### config.mk
export PLATFORM = sky130hd
export DESIGN_NAME = duplicate_packet_filter_unit
export DESIGN_NICKNAME = d
export VERILOG_FILES = /design/src/dpf_pkg.sv /design/src/dpf_cell.sv /design/src/dpf_ctrl.sv /design/src/duplicate_packet_filter_unit.sv
export SDC_FILE = /design/constraint.sdc
export NUM_CORES = 2
export LEC_CHECK = 0
export BUFFER_PORTS_ARGS = -buffer_cell sky130_fd_sc_hd__buf_2
export CAP_MARGIN = 10
export CORE_MARGIN = 2
export CORE_UTILIZATION = 55
export CTS_CLUSTER_SIZE = 28
export DETAILED_ROUTE_END_ITERATION = 12
export PLACE_DENSITY = 0.77
export SYNTH_ARGS = -nofsm -noshare
export SYNTH_HDL_FRONTEND = slang
export SYNTH_HIERARCHICAL = 1
export SYNTH_SLANG_ARGS = --single-unit
### constraint.sdc
create_clock -name i_clk -period 11.2 [get_ports i_clk]
set_clock_uncertainty 0.15 [all_clocks]
set_input_delay 2.24 -clock i_clk [delete_from_list [all_inputs] [get_ports i_clk]]
set_output_delay 2.24 -clock i_clk [all_outputs]
set_load 0.005 [all_outputs]
### src/dpf_pkg.sv
// ----------------------------------------------------------------------------
// dpf_pkg
// Shared types and constants for the duplicate packet filter.
// ----------------------------------------------------------------------------
`default_nettype none

package dpf_pkg;

    localparam int ENTRIES_DEF        = 24;
    localparam int LIFE_W             = 7;
    localparam int LIFETIME_START_DEF = 100;
    localparam int ADDR_W             = 32;
    localparam int BYTE_W             = 8;

    // Probe travelling along the cell chain, one cell per cycle.
    typedef struct packed {
        logic              valid;
        logic              insert;  // 0: ageing/match pass, 1: insertion pass
        logic              hit;     // match found (scan) or entry taken (insert)
        logic              dup;
        logic [ADDR_W-1:0] addr;
        logic [BYTE_W-1:0] seq;
        logic [BYTE_W-1:0] kind;
    } t_probe;

    typedef enum logic [1:0] {
        ST_IDLE,
        ST_SCAN,
        ST_INSERT,
        ST_DONE
    } t_state;

endpackage

`default_nettype wire

### src/dpf_cell.sv
// ----------------------------------------------------------------------------
// dpf_cell
// One table entry; ages, matches or takes the passing probe, then forwards it.
// ----------------------------------------------------------------------------
`default_nettype none

module dpf_cell #(
    parameter logic [dpf_pkg::LIFE_W-1:0] LIFETIME_START =
        dpf_pkg::LIFE_W'(dpf_pkg::LIFETIME_START_DEF)
) (
    input  wire             i_clk,
    input  wire             i_rst_n,
    input  dpf_pkg::t_probe i_probe,
    output dpf_pkg::t_probe o_probe
);
    import dpf_pkg::*;

    logic [ADDR_W-1:0] r_addr, n_addr;
    logic [BYTE_W-1:0] r_seq,  n_seq;
    logic [BYTE_W-1:0] r_kind, n_kind;
    logic [LIFE_W-1:0] r_life, n_life;
    t_probe            r_probe, n_probe;

    always_comb begin
        n_addr  = r_addr;
        n_seq   = r_seq;
        n_kind  = r_kind;
        n_life  = r_life;
        n_probe = i_probe;
        if (i_probe.valid && !i_probe.hit) begin
            if (!i_probe.insert) begin
                if (r_life != '0) begin
                    if (r_addr == i_probe.addr) begin
                        n_life      = LIFETIME_START;
                        n_probe.hit = 1'b1;
                        if (r_seq == i_probe.seq && r_kind == i_probe.kind) begin
                            n_probe.dup = 1'b1;
                        end else begin
                            n_seq  = i_probe.seq;
                            n_kind = i_probe.kind;
                        end
                    end else begin
                        n_life = r_life - LIFE_W'(1);
                    end
                end
            end else if (r_life == '0) begin
                // first free entry takes the packet
                n_addr      = i_probe.addr;
                n_seq       = i_probe.seq;
                n_kind      = i_probe.kind;
                n_life      = LIFETIME_START;
                n_probe.hit = 1'b1;
            end
        end
    end

    always_ff @(posedge i_clk) begin
        r_addr <= n_addr;
        r_seq  <= n_seq;
        r_kind <= n_kind;
        r_probe.insert <= n_probe.insert;
        r_probe.hit    <= n_probe.hit;
        r_probe.dup    <= n_probe.dup;
        r_probe.addr   <= n_probe.addr;
        r_probe.seq    <= n_probe.seq;
        r_probe.kind   <= n_probe.kind;
        if (!i_rst_n) begin
            r_life        <= '0;
            r_probe.valid <= 1'b0;
        end else begin
            r_life        <= n_life;
            r_probe.valid <= n_probe.valid;
        end
    end

    assign o_probe = r_probe;

endmodule

`default_nettype wire

### src/dpf_ctrl.sv
// ----------------------------------------------------------------------------
// dpf_ctrl
// Sequencer: launches the scan and insertion passes and holds the result.
// ----------------------------------------------------------------------------
`default_nettype none

module dpf_ctrl (
    input  wire                           i_clk,
    input  wire                           i_rst_n,
    input  wire                           i_in_valid,
    output logic                          o_in_ready,
    input  wire  [dpf_pkg::ADDR_W-1:0]    i_source_addr,
    input  wire  [dpf_pkg::BYTE_W-1:0]    i_sequence_req,
    input  wire  [dpf_pkg::BYTE_W-1:0]    i_packet_kind,
    input  wire  [dpf_pkg::ADDR_W-1:0]    i_gateway_addr,
    output dpf_pkg::t_probe               o_head,
    input  dpf_pkg::t_probe               i_tail,
    output logic                          o_out_valid,
    input  wire                           i_out_ready,
    output logic                          o_is_duplicate
);
    import dpf_pkg::*;

    t_state            r_state, n_state;
    logic [ADDR_W-1:0] r_addr, n_addr;
    logic [BYTE_W-1:0] r_seq,  n_seq;
    logic [BYTE_W-1:0] r_kind, n_kind;
    logic              r_res,  n_res;
    logic              r_out_valid, n_out_valid;
    logic              r_out_dup,   n_out_dup;
    logic              w_gw;
    logic              w_release;

    assign w_gw      = (i_source_addr == i_gateway_addr);
    assign w_release = !r_out_valid || i_out_ready;

    // next state
    always_comb begin
        n_state = r_state;
        unique case (r_state)
            ST_IDLE:   if (i_in_valid) n_state = w_gw ? ST_DONE : ST_SCAN;
            ST_SCAN:   if (i_tail.valid) n_state = i_tail.hit ? ST_DONE : ST_INSERT;
            ST_INSERT: if (i_tail.valid) n_state = ST_DONE;
            ST_DONE:   if (w_release) n_state = ST_IDLE;
            default:   n_state = ST_IDLE;
        endcase
    end

    // outputs and datapath
    always_comb begin
        o_in_ready  = 1'b0;
        o_head      = '0;
        n_addr      = r_addr;
        n_seq       = r_seq;
        n_kind      = r_kind;
        n_res       = r_res;
        n_out_valid = r_out_valid;
        n_out_dup   = r_out_dup;
        if (i_out_ready) n_out_valid = 1'b0;
        unique case (r_state)
            ST_IDLE: begin
                o_in_ready = 1'b1;
                n_addr     = i_source_addr;
                n_seq      = i_sequence_req;
                n_kind     = i_packet_kind;
                n_res      = 1'b0;
                if (i_in_valid && !w_gw) begin
                    o_head.valid = 1'b1;
                    o_head.addr  = i_source_addr;
                    o_head.seq   = i_sequence_req;
                    o_head.kind  = i_packet_kind;
                end
            end
            ST_SCAN: begin
                if (i_tail.valid) begin
                    n_res = i_tail.dup;
                    if (!i_tail.hit) begin
                        o_head.valid  = 1'b1;
                        o_head.insert = 1'b1;
                        o_head.addr   = r_addr;
                        o_head.seq    = r_seq;
                        o_head.kind   = r_kind;
                    end
                end
            end
            ST_INSERT: begin
                if (i_tail.valid) n_res = 1'b0;
            end
            ST_DONE: begin
                if (w_release) begin
                    n_out_valid = 1'b1;
                    n_out_dup   = r_res;
                end
            end
            default: ;
        endcase
    end

    always_ff @(posedge i_clk) begin
        r_addr    <= n_addr;
        r_seq     <= n_seq;
        r_kind    <= n_kind;
        r_res     <= n_res;
        r_out_dup <= n_out_dup;
        if (!i_rst_n) begin
            r_state     <= ST_IDLE;
            r_out_valid <= 1'b0;
        end else begin
            r_state     <= n_state;
            r_out_valid <= n_out_valid;
        end
    end

    assign o_out_valid    = r_out_valid;
    assign o_is_duplicate = r_out_dup;

endmodule

`default_nettype wire

### src/duplicate_packet_filter_unit.sv
// ----------------------------------------------------------------------------
// duplicate_packet_filter_unit
// Duplicate packet suppression cache built as a chain of entry cells.
// ----------------------------------------------------------------------------
// Usage:
//  - Input channel (i_in_valid/o_in_ready) carries one received packet per
//    transfer: source address, sequence number and packet type.
//  - Output channel (o_out_valid/i_out_ready) returns one is_duplicate flag
//    per packet, in order.
//  - Config channel (i_cfg_valid/o_cfg_ready) writes the gateway address;
//    always ready, write only while no packet is in flight.
//  - A gateway packet is answered without a pass through the chain, table
//    untouched; its result is registered before the next packet is taken.
//  - Otherwise a probe walks the chain, one cell per cycle: first the
//    ageing/match pass, then the insertion pass when nothing matched. One
//    packet at a time: the next packet is taken only once the result of the
//    last one has been loaded into the output register.
//  - Reset clears every lifetime (all entries free), the gateway address and
//    the control state; stored addresses and values are left as they are.
//  - If the receiver stalls, the result waits in the output register and the
//    next result is held in the sequencer until the register frees up.
// ----------------------------------------------------------------------------
`default_nettype none

module duplicate_packet_filter_unit #(
    parameter int                         ENTRIES        = dpf_pkg::ENTRIES_DEF,
    parameter logic [dpf_pkg::LIFE_W-1:0] LIFETIME_START =
        dpf_pkg::LIFE_W'(dpf_pkg::LIFETIME_START_DEF)
) (
    input  wire                         i_clk,
    input  wire                         i_rst_n,
    input  wire                         i_in_valid,
    output logic                        o_in_ready,
    input  wire  [dpf_pkg::ADDR_W-1:0]  i_source_addr,
    input  wire  [dpf_pkg::BYTE_W-1:0]  i_sequence_req,
    input  wire  [dpf_pkg::BYTE_W-1:0]  i_packet_kind,
    output logic                        o_out_valid,
    input  wire                         i_out_ready,
    output logic                        o_is_duplicate,
    input  wire                         i_cfg_valid,
    output logic                        o_cfg_ready,
    input  wire  [dpf_pkg::ADDR_W-1:0]  i_cfg_gateway_addr
);
    import dpf_pkg::*;

    logic [ADDR_W-1:0] r_gateway;
    t_probe            w_probe [ENTRIES+1];

    // gateway register
    always_ff @(posedge i_clk) begin
        if (!i_rst_n) begin
            r_gateway <= '0;
        end else if (i_cfg_valid) begin
            r_gateway <= i_cfg_gateway_addr;
        end
    end

    assign o_cfg_ready = 1'b1;

    dpf_ctrl u_ctrl (
        .i_clk          (i_clk),
        .i_rst_n        (i_rst_n),
        .i_in_valid     (i_in_valid),
        .o_in_ready     (o_in_ready),
        .i_source_addr  (i_source_addr),
        .i_sequence_req (i_sequence_req),
        .i_packet_kind  (i_packet_kind),
        .i_gateway_addr (r_gateway),
        .o_head         (w_probe[0]),
        .i_tail         (w_probe[ENTRIES]),
        .o_out_valid    (o_out_valid),
        .i_out_ready    (i_out_ready),
        .o_is_duplicate (o_is_duplicate)
    );

    // entry 0 sits at the head, so the probe visits entries in table order
    for (genvar g = 0; g < ENTRIES; g++) begin : g_cell
        dpf_cell #(
            .LIFETIME_START (LIFETIME_START)
        ) u_cell (
            .i_clk   (i_clk),
            .i_rst_n (i_rst_n),
            .i_probe (w_probe[g]),
            .o_probe (w_probe[g+1])
        );
    end

endmodule

`default_nettype wire
## Word-level counts from Yosys, hierarchy flattened

Index checks and enable logic that the tools add are counted.

- Flip-flop bits (word level): 2,604
- Input port bits: 85

- Add/subtract/negate cells: 24
- Equal/unequal tests: 128
- Muxes and demuxes: 525
- Bitwise gates (word level): 3
- Reduce and logical (&&, ||, !) cells: 248

Operators with widths:

| operator | count |
|---|---|
| 8-bit 2-to-1 mux | 240 |
| 32-bit equality test | 25 |
| 7-bit 2-to-1 mux | 96 |
| 8-bit equality test | 48 |
| 7-bit zero test | 24 |
| 7-bit nonzero test | 24 |
| 7-bit by 1-bit subtractor with 7-bit output (second input constant) | 24 |
| 2-bit 2-to-1 mux | 78 |
| 3-bit AND reduction | 49 |
| 48-bit 2-to-1 mux | 3 |
| 5-bit AND reduction | 24 |
| 1-bit 2-to-1 mux | 104 |
| 48-bit one-hot mux with 2 select lines | 1 |
| 2-bit nonzero test | 48 |
| 2-bit by 1-bit inequality test with 1-bit output (second input constant) | 27 |
| 2-bit inequality test (second input constant) | 25 |
| 1-bit logical AND | 48 |
| 1-bit zero test | 25 |
| 2-bit one-hot mux with 4 select lines | 1 |
| 2-bit equality test (second input constant) | 2 |
| 4-bit AND reduction | 1 |
| 4-bit OR reduction | 1 |
| 1-bit NOT | 3 |
| 1-bit one-hot mux with 3 select lines | 1 |
| 6 further kinds | 6 |

## Longest topological paths before layout

- Depth in word-level cells: 11
- Depth in mapped cells: 13
- Mapped depth without buffers: 11

## Cells and area by module

Netlist, hierarchy kept.

By module, submodules not included:

| module | times used | cells an instance | area an instance (µm²) | sequential area each (µm²) |
|---|---|---|---|---|
| dpf_cell | 24 | 231 | 3,520.9 | 2,622.5 |
| dpf_ctrl | 1 | 185 | 2,588.7 | 1,561.5 |
| duplicate_packet_filter_unit | 1 | 105 | 1,255.0 | 640.6 |

## Least setup slack after synthesis

Ideal clock, no wire load.

- Path kind: input to register
- From: input port i_source_addr[17] in the netlist's numbering
- To: register g_cell[0].u_cell.r_kind[0], enable pin
- Data arrival time: 5,242 ps
- Setup slack: 5,408 ps
- Cell stages on the path: 13
- Buffers on the path: 2
- Path through: xnor2_1 > nand4_1 > nor4_2 > a21oi_1 > buf_6 > buf_6 > a22o_1 > xnor2_1 > nand4_1 > nor4_2 > nand3_1 > o21ai_0 > nor4b_2

RTL lines:

| what | line | text |
|---|---|---|
| start: declaration | duplicate_packet_filter_unit.sv:34 | `input wire [dpf_pkg::ADDR_W-1:0] i_source_addr,` |
| end signal: assignment | dpf_cell.sv:60 | `r_kind <= n_kind;` |
| end: declaration | dpf_cell.sv:20 | `logic [BYTE_W-1:0] r_kind, n_kind;` |

==> impl_metrics.tcl <==
set metrics [dict create \
    timing.rr.end "g_cell[0].u_cell/r_seq[4]$_DFFE_PP_" \
    drt_wl_total_um 131000 \
    post_cts_resized 0 \
    grt_setup_unrepaired "no" \
    rr_worst_depth 13 \
    drc 0 \
    max_slew.worst_pin.slew_ps 1060 \
    crit_type "in -> reg" \
    final_nets 6247 \
    setup_viol 0 \
    post_synth_instance_area_sq_mm 0.0874 \
    cp.required_ps 11480 \
    cp-startpoint "i_source_addr[11]" \
    synthCells 5785 \
    die_area_sq_mm 0.162 \
    gp_congestion 0.807 \
    grt_usage_pct 16.1 \
    clk_pin_slew_worst_paths_ps 70 \
    multiInputGateArea_sq_mm 0.0229 \
    setup_tns_ps 0 \
    fin_crit_sh_pct 53.1 \
    insertion_delay_ps 830 \
    diodes 0 \
    power_density_mw_per_mm2 210 \
    cts_sinks 2604 \
    finalCriticalPeriod_ps 5940 \
    rrSetupSlack_ps 6150 \
    startpoint_type "primary input" \
    seqCellArea_sq_mm 0.0642 \
    slew-limit-headroom_pct 29.1 \
    vias 43258 \
    cts_tree "done" \
    cts_hold_buf 0 \
    end_kind "flip-flop" \
    rows 146 \
    critPathMaxFanout 49 \
    hold_violations 0 \
    cp-endpoint "g_cell[0].u_cell/r_seq[4]$_DFFE_PP_" \
    grt_pass1_vias 44762 \
    fin_area_sq_mm 0.0985 \
    drt_first_iter_violations 2161 \
    post_cts.repair.setup_buffers 0 \
    slew_viol_final 0 \
    drt-vias-per-instance 5.17 \
    antenna_left 0 \
    instances_no_fill 8362 \
    htree_levels 4 \
    p_leak_nw 35.2 \
    clk_path_buf_depth 3 \
    grt_pass1_wl_um 216000 \
    antenna_found_initial 0 \
    wl_per_cell_um 15.7 \
    ios 89 \
    worst_ir_drop_vdd_uv 288 \
    status "completed" \
    syn2layout_area_growth_pct 12.7 \
    drtPass1Iterations 6 \
    root_buffer "clkbuf_16" \
    initial_core_util_pct 55.3 \
    timing.fmax_mhz 168 \
    whs_ps 209 \
    overflow 0 \
    ys_warn_count 6 \
    min_path_type "reg -> reg" \
    grt_max_degree 132 \
    dieHeight_um 403 \
    numCtsBuffers 227 \
    drv_cap 0 \
    portBuffers 87 \
    drive_above_1_share_pct 11.1 \
    dpl-instance-area_sq_mm 0.0907 \
    nFillCells 11160 \
    crit_arrival_ps 6220 \
    r2r_start "u_ctrl/r_state[1]$_SDFFE_PN0P_" \
    detailed_place_hpwl_um 88900 \
    synth.avg_cell_area_sq_um 15.1 \
    dp_cells 7929 \
    core_area_sq_mm 0.158 \
    chipWidth_um 403 \
]
[power by group]
group          switching (mW)  leakage [nW]  internal, mW
Sequential              0.744          22.6          11.0
Combinational           0.457          8.73         0.570
Clock                    3.27          3.83          4.63
[registers in the layout (all words and copies together) (netlist names), 8 cells and up]
| signal | cells |
|---|---|
| g_cell.u_cell/r_life | 168 |
| u_ctrl/r_addr | 32 |
| g_cell.u_cell/r_addr | 768 |
| r_gateway | 32 |
| g_cell.u_cell/r_seq | 192 |
| g_cell.u_cell/o_probe | 1199 |
| u_ctrl/r_seq | 8 |
| u_ctrl/r_kind | 8 |
| g_cell.u_cell/r_kind | 192 |
[worst max-delay path, cell delays in order]
cell	delay, ps
buf_2	130
xnor2_1	290
nand4_1	230
nor4_2	430
a21oi_4	90
buf_4	310
a22o_1	340
xnor2_1	170
nand4_1	150
nor4_2	490
nand3_1	240
o21ai_0	210
nor4b_4	860
[layout by cell type, fill, tap and decap left out, drive strengths merged, types with 59 or more instances in the layout]
master  count
a31oi      72
and2       73
buf       115
clkbuf    336
clkinv     59
dfxtp    1402
edfxtp   1202
ha         76
inv       108
nand2     219
nand3      73
nand4     224
nor2      174
nor2b      82
nor3       96
nor4      122
o211a      72
o21ai     144
xnor2     800
xor2      384
[worst min path at each step]
stage	startpoint	endpoint	slack, ps	cells after the start
floorplan	g_cell[9].u_cell/o_probe[0]$_DFF_P_	g_cell[10].u_cell/o_probe[0]$_DFF_P_	210	0
global placement	g_cell[21].u_cell/o_probe[9]$_DFF_P_	g_cell[22].u_cell/o_probe[9]$_DFF_P_	220	0
detailed placement	g_cell[21].u_cell/o_probe[9]$_DFF_P_	g_cell[22].u_cell/o_probe[9]$_DFF_P_	220	0
CTS	g_cell[12].u_cell/o_probe[31]$_DFF_P_	g_cell[13].u_cell/o_probe[31]$_DFF_P_	210	0
global route	g_cell[12].u_cell/o_probe[31]$_DFF_P_	g_cell[13].u_cell/o_probe[31]$_DFF_P_	220	0
finish	g_cell[12].u_cell/o_probe[31]$_DFF_P_	g_cell[13].u_cell/o_probe[31]$_DFF_P_	210	0
[per-stage QoR]
step / setup WS, ps / util, % / power [mW]
after CTS: 5260 / 62.3 / 21.0
after global routing: 4980 / 62.3 / 21.5
final: 5260 / 62.3 / 20.7
after floorplan: 5410 / - / 12.6
after detailed placement: 4350 / 57.4 / 13.0
after global placement: 4370 / 57.4 / 12.9
[final cells by class]
cell class	instances	area share, %
well taps	2072	2.63
flip-flops and latches	2604	65.2
clock inverters	97	1.11
clock buffers	336	6.81
repair buffers	115	0.662
multi-input cells	3038	23.2
inverters	100	0.381
[routing by layer]
metal	vias up	routed length [um]	GRT usage [%]
li1	21334	-	-
met1	21018	52000	17.7
met2	635	70900	30.9
met4	0	3760	5.71
met5	-	0	0
met3	271	4500	2.96
Note: power is estimated with default switching activity, not from simulation.
